### config.mk
export PLATFORM = sky130hd
export DESIGN_NAME = serial_mode_frame_receiver
export DESIGN_NICKNAME = d
export VERILOG_FILES = /design/src/hdl/smfr_pkg.sv /design/src/hdl/serial_mode_frame_receiver.sv
export SDC_FILE = /design/constraint.sdc
export NUM_CORES = 1
export LEC_CHECK = 0
export ABC_AREA = 1
export BUFFER_PORTS_ARGS = -buffer_cell sky130_fd_sc_hd__buf_4
export CORE_ASPECT_RATIO = 0.7
export CORE_MARGIN = 2
export CORE_UTILIZATION = 35
export DETAILED_ROUTE_END_ITERATION = 10
export SLEW_MARGIN = 10
export SYNTH_ARGS = -nofsm -noshare
export SYNTH_HDL_FRONTEND = slang
export SYNTH_SLANG_ARGS = --single-unit
### constraint.sdc
create_clock -name clock -period 2.9 [get_ports clock]
set_clock_uncertainty 0.05 [all_clocks]
set_input_delay 0.435 -clock clock [delete_from_list [all_inputs] [get_ports clock]]
set_output_delay 0.435 -clock clock [all_outputs]
set_load 0.05 [all_outputs]
### src/hdl/smfr_pkg.sv
package smfr_pkg;

   typedef logic [3:0] status_code_type;
   typedef logic [7:0] pins_type;
   typedef logic [3:0] pos_type;

   // one queued status beat
   typedef struct packed {
      status_code_type code;
      pins_type        pins;
   } slot_type;

   // frame bytes
   localparam logic [7:0] HDR_BYTE   = 8'hAA;
   localparam logic [7:0] SYNC_BYTE  = 8'hDD;
   localparam logic [7:0] FIELD_LOW  = 8'h00;
   localparam logic [7:0] FIELD_HIGH = 8'h01;
   localparam logic [7:0] MODE_OFF   = 8'h00;
   localparam logic [7:0] MODE_SYNC  = 8'h01;
   localparam logic [7:0] MODE_SVP   = 8'h02;

   // frame positions
   localparam int      FRAME_LEN   = 10;
   localparam pos_type POS_HEADER  = 4'd0;
   localparam pos_type POS_SYNC    = 4'd1;
   localparam pos_type POS_PAYLOAD = 4'd2;
   localparam pos_type POS_TRAILER = pos_type'(FRAME_LEN - 1);

   // one status slot per setting group
   localparam int NUM_SLOTS   = 6;
   localparam int SLOT_PPS    = 3;
   localparam int SLOT_MODE   = 4;
   localparam int SLOT_SUB    = 5;
   localparam int NUM_PAYLOAD = 7;
   localparam int PL_PPS      = 3;
   localparam int PL_MODE     = 4;
   localparam int PL_SVP      = 5;
   localparam int PL_SYNC     = 6;

   // pin bit positions
   localparam int PIN_HEAD   = 0;
   localparam int PIN_PULSE  = 3;
   localparam int PIN_AUX232 = 4;
   localparam int PIN_AUXRX  = 5;
   localparam int PIN_AUXSD  = 6;
   localparam int PIN_TTL    = 7;
   localparam pins_type PIN_RESET = 8'h78;

   // status codes
   localparam status_code_type ST_HEAD_232   = 4'd0;
   localparam status_code_type ST_HEAD_422   = 4'd1;
   localparam status_code_type ST_PPS_422    = 4'd6;
   localparam status_code_type ST_PPS_TTL    = 4'd7;
   localparam status_code_type ST_MODE_OFF   = 4'd8;
   localparam status_code_type ST_MODE_SYNC  = 4'd9;
   localparam status_code_type ST_MODE_SVP   = 4'd10;
   localparam status_code_type ST_SVP_422    = 4'd11;
   localparam status_code_type ST_SVP_232    = 4'd12;
   localparam status_code_type ST_SYNC_OUT   = 4'd13;
   localparam status_code_type ST_SYNC_IN    = 4'd14;
   localparam status_code_type ST_CODE_MAX   = ST_SYNC_IN;

endpackage

### src/hdl/serial_mode_frame_receiver.sv
// Serial mode frame receiver.
// Input channel (req_): one received byte per beat. Bytes form a 10-byte
// frame: 0xAA, 0xDD, seven payload bytes, trailing 0xDD. A wrong second
// byte drops back to hunting for 0xAA without looking at that byte again.
// Result channel (rsp_): one status beat per applied setting, in field
// order, carrying the status code, the eight pin levels right after that
// setting, and last_status on the final beat of the frame.
// Output: a taken trailer fills the status queue, whose first beat then
// moves to the output register, the rest one per cycle unless stalled. A
// frame yields up to six beats, a bad trailer or no recognized field none.
// Throughput: one byte per cycle. The status queue holds one frame; a
// trailer byte is held off (req_stall) only while beats of the previous
// frame still sit in that queue, which drains at one beat per cycle.
// rsp_stall holds the output register and so backs up the queue.
// Reset (synchronous, active high) returns to header hunting, empties the
// queue and output, and sets heading, motion, gnss and ttl path pins low,
// the other four pins high.
module serial_mode_frame_receiver
   import smfr_pkg::*;
(
   input  logic       clock,
   input  logic       reset,
   input  logic       req_valid,
   output logic       req_stall,
   input  logic [7:0] req_rx_byte,
   output logic       rsp_valid,
   input  logic       rsp_stall,
   output logic [3:0] rsp_status_code,
   output logic       rsp_heading_select,
   output logic       rsp_motion_select,
   output logic       rsp_gnss_select,
   output logic       rsp_pulse_select,
   output logic       rsp_aux_232_485_select,
   output logic       rsp_aux_receive_drive,
   output logic       rsp_aux_shutdown_drive,
   output logic       rsp_ttl_path_select,
   output logic       rsp_last_status
);

   pos_type                pos_ff, pos_in, pos_cur;
   logic [7:0]             payload_ff [NUM_PAYLOAD];
   pins_type               pins_ff, pins_in;
   logic [NUM_SLOTS-1:0]   pend_ff, pend_in;
   slot_type               slot_ff [NUM_SLOTS];
   slot_type               cand [NUM_SLOTS];
   logic [NUM_SLOTS-1:0]   cand_valid;
   pins_type               cand_pins;
   logic                   req_acc, frame_done;
   logic [NUM_SLOTS-1:0]   sel, rest;
   slot_type               chosen;
   logic                   move;
   logic                   rsp_valid_ff, rsp_valid_in;
   slot_type               rsp_slot_ff;
   logic                   rsp_last_ff;
   logic [2:0]             wr_idx;

   // position past the end counts as header hunting
   assign pos_cur   = (pos_ff > POS_TRAILER) ? POS_HEADER : pos_ff;
   assign req_stall = (pos_cur == POS_TRAILER) && (|pend_ff);
   assign req_acc   = req_valid && !req_stall;
   assign frame_done = req_acc && (pos_cur == POS_TRAILER) && (req_rx_byte == SYNC_BYTE);
   assign wr_idx    = 3'(pos_cur - POS_PAYLOAD);

   // frame position
   always_comb begin
      pos_in = pos_cur;
      if (req_acc) begin
         if (pos_cur == POS_HEADER) begin
            pos_in = (req_rx_byte == HDR_BYTE) ? POS_SYNC : POS_HEADER;
         end else if (pos_cur == POS_SYNC) begin
            pos_in = (req_rx_byte == SYNC_BYTE) ? POS_PAYLOAD : POS_HEADER;
         end else if (pos_cur == POS_TRAILER) begin
            pos_in = POS_HEADER;
         end else begin
            pos_in = pos_cur + 4'd1;
         end
      end
   end

   // settings applied in field order, pins snapshot per slot
   always_comb begin
      cand_pins  = pins_ff;
      cand_valid = '0;
      for (int i = 0; i < NUM_SLOTS; i++) begin
         cand[i] = '0;
      end
      // heading, motion, gnss
      for (int k = 0; k < 3; k++) begin
         if (payload_ff[k] == FIELD_LOW || payload_ff[k] == FIELD_HIGH) begin
            cand_pins[PIN_HEAD + k] = payload_ff[k][0];
            cand_valid[k]           = 1'b1;
            cand[k].code            = status_code_type'(2 * k) | {3'b000, payload_ff[k][0]};
            cand[k].pins            = cand_pins;
         end
      end
      // pps
      if (payload_ff[PL_PPS] == FIELD_LOW || payload_ff[PL_PPS] == FIELD_HIGH) begin
         cand_pins[PIN_PULSE]   = payload_ff[PL_PPS][0];
         cand_valid[SLOT_PPS]   = 1'b1;
         cand[SLOT_PPS].code    = payload_ff[PL_PPS][0] ? ST_PPS_TTL : ST_PPS_422;
         cand[SLOT_PPS].pins    = cand_pins;
      end
      // svp / sync mode
      if (payload_ff[PL_MODE] == MODE_OFF) begin
         cand_pins[PIN_TTL]    = 1'b1;
         cand_valid[SLOT_MODE] = 1'b1;
         cand[SLOT_MODE].code  = ST_MODE_OFF;
         cand[SLOT_MODE].pins  = cand_pins;
      end else if (payload_ff[PL_MODE] == MODE_SYNC) begin
         cand_pins[PIN_TTL]    = 1'b0;
         cand_valid[SLOT_MODE] = 1'b1;
         cand[SLOT_MODE].code  = ST_MODE_SYNC;
         cand[SLOT_MODE].pins  = cand_pins;
      end else if (payload_ff[PL_MODE] == MODE_SVP) begin
         cand_pins[PIN_TTL]    = 1'b1;
         cand_valid[SLOT_MODE] = 1'b1;
         cand[SLOT_MODE].code  = ST_MODE_SVP;
         cand[SLOT_MODE].pins  = cand_pins;
      end
      // sub-mode: svp interface or sync direction
      if (payload_ff[PL_MODE] == MODE_SVP) begin
         if (payload_ff[PL_SVP] == FIELD_LOW) begin
            cand_pins[PIN_AUX232] = 1'b1;
            cand_valid[SLOT_SUB]  = 1'b1;
            cand[SLOT_SUB].code   = ST_SVP_422;
            cand[SLOT_SUB].pins   = cand_pins;
         end else if (payload_ff[PL_SVP] == FIELD_HIGH) begin
            cand_pins[PIN_AUX232] = 1'b0;
            cand_valid[SLOT_SUB]  = 1'b1;
            cand[SLOT_SUB].code   = ST_SVP_232;
            cand[SLOT_SUB].pins   = cand_pins;
         end
      end else if (payload_ff[PL_MODE] == MODE_SYNC) begin
         if (payload_ff[PL_SYNC] == FIELD_HIGH) begin
            cand_pins[PIN_AUXSD] = 1'b0;
            cand_pins[PIN_AUXRX] = 1'b1;
            cand[SLOT_SUB].code  = ST_SYNC_OUT;
         end else begin
            cand_pins[PIN_AUXSD] = 1'b1;
            cand_pins[PIN_AUXRX] = 1'b0;
            cand[SLOT_SUB].code  = ST_SYNC_IN;
         end
         cand_valid[SLOT_SUB] = 1'b1;
         cand[SLOT_SUB].pins  = cand_pins;
      end
   end

   // drain lowest pending slot into the output register
   assign sel  = pend_ff & (~pend_ff + 1'b1);
   assign rest = pend_ff & ~sel;
   assign move = (|pend_ff) && (!rsp_valid_ff || !rsp_stall);

   always_comb begin
      chosen = '0;
      for (int i = 0; i < NUM_SLOTS; i++) begin
         if (sel[i]) begin
            chosen = chosen | slot_ff[i];
         end
      end
   end

   always_comb begin
      pend_in = pend_ff;
      if (frame_done) begin
         pend_in = cand_valid;
      end else if (move) begin
         pend_in = rest;
      end
      rsp_valid_in = rsp_valid_ff;
      if (!rsp_valid_ff || !rsp_stall) begin
         rsp_valid_in = |pend_ff;
      end
      pins_in = frame_done ? cand_pins : pins_ff;
   end

   // control registers
   always_ff @(posedge clock) begin
      if (reset) begin
         pos_ff       <= POS_HEADER;
         pend_ff      <= '0;
         rsp_valid_ff <= 1'b0;
         pins_ff      <= PIN_RESET;
      end else begin
         pos_ff       <= pos_in;
         pend_ff      <= pend_in;
         rsp_valid_ff <= rsp_valid_in;
         pins_ff      <= pins_in;
      end
   end

   // payload, slot and output data registers
   always_ff @(posedge clock) begin
      if (req_acc && pos_cur >= POS_PAYLOAD && pos_cur < POS_TRAILER) begin
         payload_ff[wr_idx] <= req_rx_byte;
      end
      if (frame_done) begin
         for (int i = 0; i < NUM_SLOTS; i++) begin
            slot_ff[i] <= cand[i];
         end
      end
      if (move) begin
         rsp_slot_ff <= chosen;
         rsp_last_ff <= (rest == '0);
      end
   end

   // result ports
   assign rsp_valid              = rsp_valid_ff;
   assign rsp_status_code        = rsp_slot_ff.code;
   assign rsp_heading_select     = rsp_slot_ff.pins[0];
   assign rsp_motion_select      = rsp_slot_ff.pins[1];
   assign rsp_gnss_select        = rsp_slot_ff.pins[2];
   assign rsp_pulse_select       = rsp_slot_ff.pins[PIN_PULSE];
   assign rsp_aux_232_485_select = rsp_slot_ff.pins[PIN_AUX232];
   assign rsp_aux_receive_drive  = rsp_slot_ff.pins[PIN_AUXRX];
   assign rsp_aux_shutdown_drive = rsp_slot_ff.pins[PIN_AUXSD];
   assign rsp_ttl_path_select    = rsp_slot_ff.pins[PIN_TTL];
   assign rsp_last_status        = rsp_last_ff;

endmodule

* Word-level counts from Yosys, hierarchy flattened *
Memories as Yosys holds them, arrays and structs flattened.
Cells that the tools add are included.

word-level totals
  bits in registers = 32
  latch bits = 0
  memory bits (writable) = 128
  bits in read-only memories = 0
  output and inout bits = 15
  logic and storage cells = 120
  memories kept = 2

memory list
  memory      words  width  read ports  clocked after Yosys merged registers in  wr ports  RTL line                          text
  slot_ff     6      12     6           0                                        6         serial_mode_frame_receiver.sv:44  slot_type slot_ff [NUM_SLOTS];
  payload_ff  7      8      7           0                                        1         serial_mode_frame_receiver.sv:41  logic [7:0] payload_ff [NUM_PAYLOAD];

cells by class
  add/subtract/negate cells = 3
  multipliers = 0
  div/mod/pow operators = 0
  $lt $le $gt $ge = 3
  eq/ne operators = 12
  shifts and indexed selects = 0
  multiplexer cells = 53
  bitwise gates (word level) = 10
  reduce and logical (&&, ||, !) cells = 28

operators by type and width
  cell                                                             number
  12-bit 2-to-1 mux                                                13
  12-bit bitwise OR                                                5
  8-bit by 1-bit == test with 1-bit output, second input constant  7
  8-bit logical NOT                                                6
  1-bit 2-to-1 mux                                                 26
  11-bit 2-to-1 mux                                                2
  4-bit 2-to-1 mux                                                 5
  8-bit == test, second input constant                             2
  6-bit bitwise AND                                                2
  6-bit 2-to-1 mux                                                 2
  6-bit inverter                                                   2
  10-bit 2-to-1 mux                                                1
  9-bit 2-to-1 mux                                                 1
  8-bit by 2-bit == test with 1-bit output, second input constant  1
  1-bit logical AND                                                7
  6-bit by 1-bit adder with 6-bit output, second input constant    1
  6-bit logical NOT                                                1
  2-bit 2-to-1 mux                                                 3
  3-bit AND reduction                                              2
  6-bit OR reduction                                               1
  1-bit logical OR                                                 5
  4-bit by 1-bit adder with 4-bit output, second input constant    1
  4-bit by 1-bit == test with 1-bit output, second input constant  1
  4-bit == test, second input constant                             1
  8 further kinds                                                  11

* Logic depth before layout (Yosys ltp) *
  word-level depth = 14
  mapped depth = 10

* Worst setup path after synthesis *
Ideal clock, no wire load.

  path kind = register to register
  from = reg pos_ff[3]
  to = mem payload_ff[0][0] (enable)
  library setup time = 383 ps
  arrival = 1588 ps
  required time = 2467 ps
  setup slack = 879 ps
  cell stages (with the launch flop) = 7
  period minus slack after synthesis = 2021 ps
  path through = dfxtp_1 > inv_1 > nor3_1 > nor2_1 > nor2_1 > nand3_1 > nor3_1

between the ends
  cells in the longest elaborated chain, start to end = 10
  elaborated cells on any way between the ends = 13
  classes of those cells = add/sub: 1; order compare: 3; eq/ne: 1; mux: 3; reduce/logical: 5

RTL lines
  what                                    RTL line                           text
  from (decl)                             serial_mode_frame_receiver.sv:40   pos_type pos_ff, pos_in, pos_cur;
  from (signal assigned)                  serial_mode_frame_receiver.sv:184  pos_ff <= pos_in;
  4-bit greater-than comparator           serial_mode_frame_receiver.sv:58   assign pos_cur = (pos_ff > POS_TRAILER) ? POS_HEADER : pos_ff;
  4-bit 2-to-1 mux (*)                    serial_mode_frame_receiver.sv:58
  4-bit == test                           serial_mode_frame_receiver.sv:59   assign req_stall = (pos_cur == POS_TRAILER) && (|pend_ff);
  1-bit logical AND                       serial_mode_frame_receiver.sv:59
  1-bit logical NOT                       serial_mode_frame_receiver.sv:60   assign req_acc = req_valid && !req_stall;
  1-bit logical AND                       serial_mode_frame_receiver.sv:60
  1-bit logical AND (2 in series)         serial_mode_frame_receiver.sv:193  if (req_acc && pos_cur >= POS_PAYLOAD && pos_cur < POS_TRAILER) begin
  1-bit 2-to-1 mux                        serial_mode_frame_receiver.sv:193
  1-bit 2-to-1 mux (implied by the code)  serial_mode_frame_receiver.sv:194  payload_ff[wr_idx] <= req_rx_byte;
  to (decl)                               serial_mode_frame_receiver.sv:41

Every way passes the cells marked *; elsewhere a longest branch is shown, timed or not.

* Worst setup path in the final report *
  from = reg pend_ff[0]
  to = mem payload_ff[4][1] (enable)

between the ends
  cells in the longest elaborated chain, start to end = 8

RTL lines
  what                                    RTL line                           text
  from (decl)                             serial_mode_frame_receiver.sv:43   logic [NUM_SLOTS-1:0] pend_ff, pend_in;
  from (signal assigned)                  serial_mode_frame_receiver.sv:185  pend_ff <= pend_in;
  6-bit OR reduction                      serial_mode_frame_receiver.sv:59
  1-bit logical AND                       serial_mode_frame_receiver.sv:59
  1-bit logical NOT                       serial_mode_frame_receiver.sv:60
  1-bit logical AND                       serial_mode_frame_receiver.sv:60
  1-bit logical AND (2 in series)         serial_mode_frame_receiver.sv:193
  1-bit 2-to-1 mux                        serial_mode_frame_receiver.sv:193
  1-bit 2-to-1 mux (implied by the code)  serial_mode_frame_receiver.sv:194

No other way between the ends.

==> flow_summary.toml <==
[route]
wl_met3_um = 1040
viasPerCell = 4.84
drc = 0
wl_per_cell_um = 16.4
met1Wirelength_um = 6480
wirelength_um = 13800
top_layer = "met4"
dr.pass1.iters = 5
detail-route-antenna-nets = 0
wl_met2_um = 6040
drtIter0Drc = 443
vias = 4048

[die]
num_rows = 40
die_y_um = 114
start_util = 0.355
io_pins = 27
core_mm2 = 0.0170
die_w_um = 161
die-area_mm2 = 0.0184

[cts]
cts_buffer_depth = 2
htree_num_levels = 4
postCtsHoldBufs = 0
clock_latency_ps = 430
cts_buffers = 17
postCtsResizedCells = 0
cts.sinks = 146
clock-root-buffer = "clkbuf_16"
cts_tree = "yes"
cts_setup_buffers = 0
clk_pin_slew_ps = 60

[yosys]
synth_top_area_cell = "edfxtp_1"
synthTopCellsByArea = "edfxtp_1 63%, nand2_1 6.6%, dfxtp_1 6.3%"
ys_warn_count = 0
netlist_area_mm2 = 0.00605
synth_common_cells = "127 x edfxtp_1, 107 x nand2_1, 90 x nor2_1"
synth_edf_count = 127
yosys.area.top_type_share = 0.631
ys_ff_latch = 146
yosysUniqueCellTypes = 37
synthCells = 549
synth_most_common_cell = "edfxtp_1"
synth_fp_nets = 561
seq_area_frac_synth = 0.694
ys.flop_type = "edfxtp_1"
async_reset_ff_frac = 0
postSynthAreaPerCell_um2 = 11.0

[sta]
fin_tns_setup_ps = 0
finalSetupViolCount = 0
max-slew-margin-rel = 0.484
maxSlewViolCount = 0
fmax_mhz = 408
hold_viol = 0
setup_ws_ps = 450
min_period_ps = 2450
tightest_slew_ps = 770
rsz0062_at_grt = "false"
fin_crit_sh = 0.845

[final_layout]
fin_area_mm2 = 0.00713
final_layout_size_suffix_gt1_frac = 0.150
syn_to_final_growth_pct = 18.0
antenna_cells = 0
final_nets = 605

[grt]
grt_start_max_net_pins = 31
grt_pass1_wl_um = 21700
grt_pass1_vias = 3920
track_usage = 0.161
antenna_found_initial = 0
grt_overflow = 0

[power]
peakVddDrop_uv = 417
p_switching_uw = 950
seqPwrFrac = 0.503
power_density_mw_per_mm2 = 632
clkPwrFrac = 0.483
total_leakage_power_nw = 2.82
p_comb_frac = 0.014
swShare = 0.211
intPower_mw = 3.56

[placement]
hpwlAfterDp_um = 9310
place.gp.congestion = 0.891
placed_area_mm2 = 0.00655
port-buffer-count = 26
place_ws_ps = 532

[worst_hold_path]
hp-class = "input port to flip-flop"

[run_status]
status = "finished, final reports clean"

[setup_path]
cp_max_fo = 14
crit_path_start_kind = "flip-flop"
worstPathRequired_ps = 2920
crit_path_end_kind = "flip-flop"
worstSetupPathType = "flip-flop to flip-flop"
worstPathArrival_ps = 2460

[flow_run]
max_cap_viol_count = 0
==> layout make-up <==
class                      count  area [um^2]
clock buffer                  17          425
clock inverter                15          156
fill                        1647         9880
inverter                      65          244
multi-input combinational    329         1560
sequential                   146         4190
tap                          231          289
timing repair buffer          34          268
==> power groups by stage <==
| stage | logic [mW] | clock network (mW) | registers [mW] |
|---|---|---|---|
| 2_1_floorplan | 0.0221 | 0 | 2.31 |
| 3_3_place_gp | 0.0604 | 0 | 2.31 |
| 3_5_place_dp | 0.0607 | 0 | 2.31 |
| 4_1_cts | 0.0618 | 2.20 | 2.27 |
| 5_1_grt | 0.0680 | 2.29 | 2.27 |
| 6_report | 0.0613 | 2.18 | 2.27 |
==> kinds of logic (layout without fill, tap and decap cells) <==
family | count (synthesis) | in the layout | synth area share
AOI/OAI and AO/OA | 45 | 45 | 0.0422
DFF | 146 | 146 | 0.694
buffers and inverters | 74 | 131 | 0.0490
and+or+nand+nor | 284 | 284 | 0.215
==> routing by layer <==
metal / up-vias / track usage
li1: 1950 / -
met1: 1938 / 0.231
met2: 142 / 0.233
met3: 18 / 0.0462
met4: 0 / 0.0607
met5: - / 0
==> path summary, 6_finish.rpt <==
| path | startpoint | end | slack [ps] | cells after the start |
|---|---|---|---|---|
| setup / recovery | pend_ff[0] | payload_ff[4][1] | 450 | 7 |
| hold / removal | reset | pend_ff[0] | 220 | 2 |
| setup reg to reg | pend_ff[0] | payload_ff[4][1] | 450 | 7 |
| hold reg to reg | pins_ff[4] | pins_ff[4] | 420 | 2 |
==> layout by cell type (no fill, tap or decap), types with 2 or more instances in the layout <==
cell        netlist  routed
edfxtp_1        127     127
nand4_1           5       5
nand2_1         107     107
clkinv_2          0       2
clkinv_4          0       2
nor2_1           90      90
o21ai_1           4       4
buf_4             0      33
or2_2             3       3
nor3_1            9       9
nand3_1          48      48
nor2_4            2       2
a21oi_1          20      20
dfxtp_1          19      19
a21oi_2           4       4
o21ai_0          11      11
inv_1            62      62
nor2_8            2       2
inv_6             0       4
a211oi_1          2       2
clkbuf_16         0      17
clkinv_1          1       3
nand2_2           5       5
nor2_2            2       2
inv_2             2       2
nand3_2           2       2
bufinv_16         0       2
clkinvlp_4        0       2
==> registers in the layout, summed over array words and instances, names as in the netlist, 4 cells and up <==
name             flops
rsp_status_code      4
pend_ff              6
payload_ff          56
pos_ff               4
pins_ff              8
slot_ff             58
==> through the flow <==
step,total power [mW],util,instances,hold slack [ps]
global route,4.62,0.419,837,223
CTS,4.53,0.419,837,207
detailed placement,2.37,0.385,805,408
floorplan,2.33,-,549,380
global placement,2.37,0.385,805,398
finish,4.51,0.419,837,219
==> worst max-delay path: stages (launching register included) <==
cell and delay (ps):
dfxtp_1 470, nor2_4 420, nand3_2 150, nand2_2 120
nand2_4 100, nor2_1 160, nand2_1 120, nor2_1 500
Note: power is estimated with default switching activity, not from simulation.
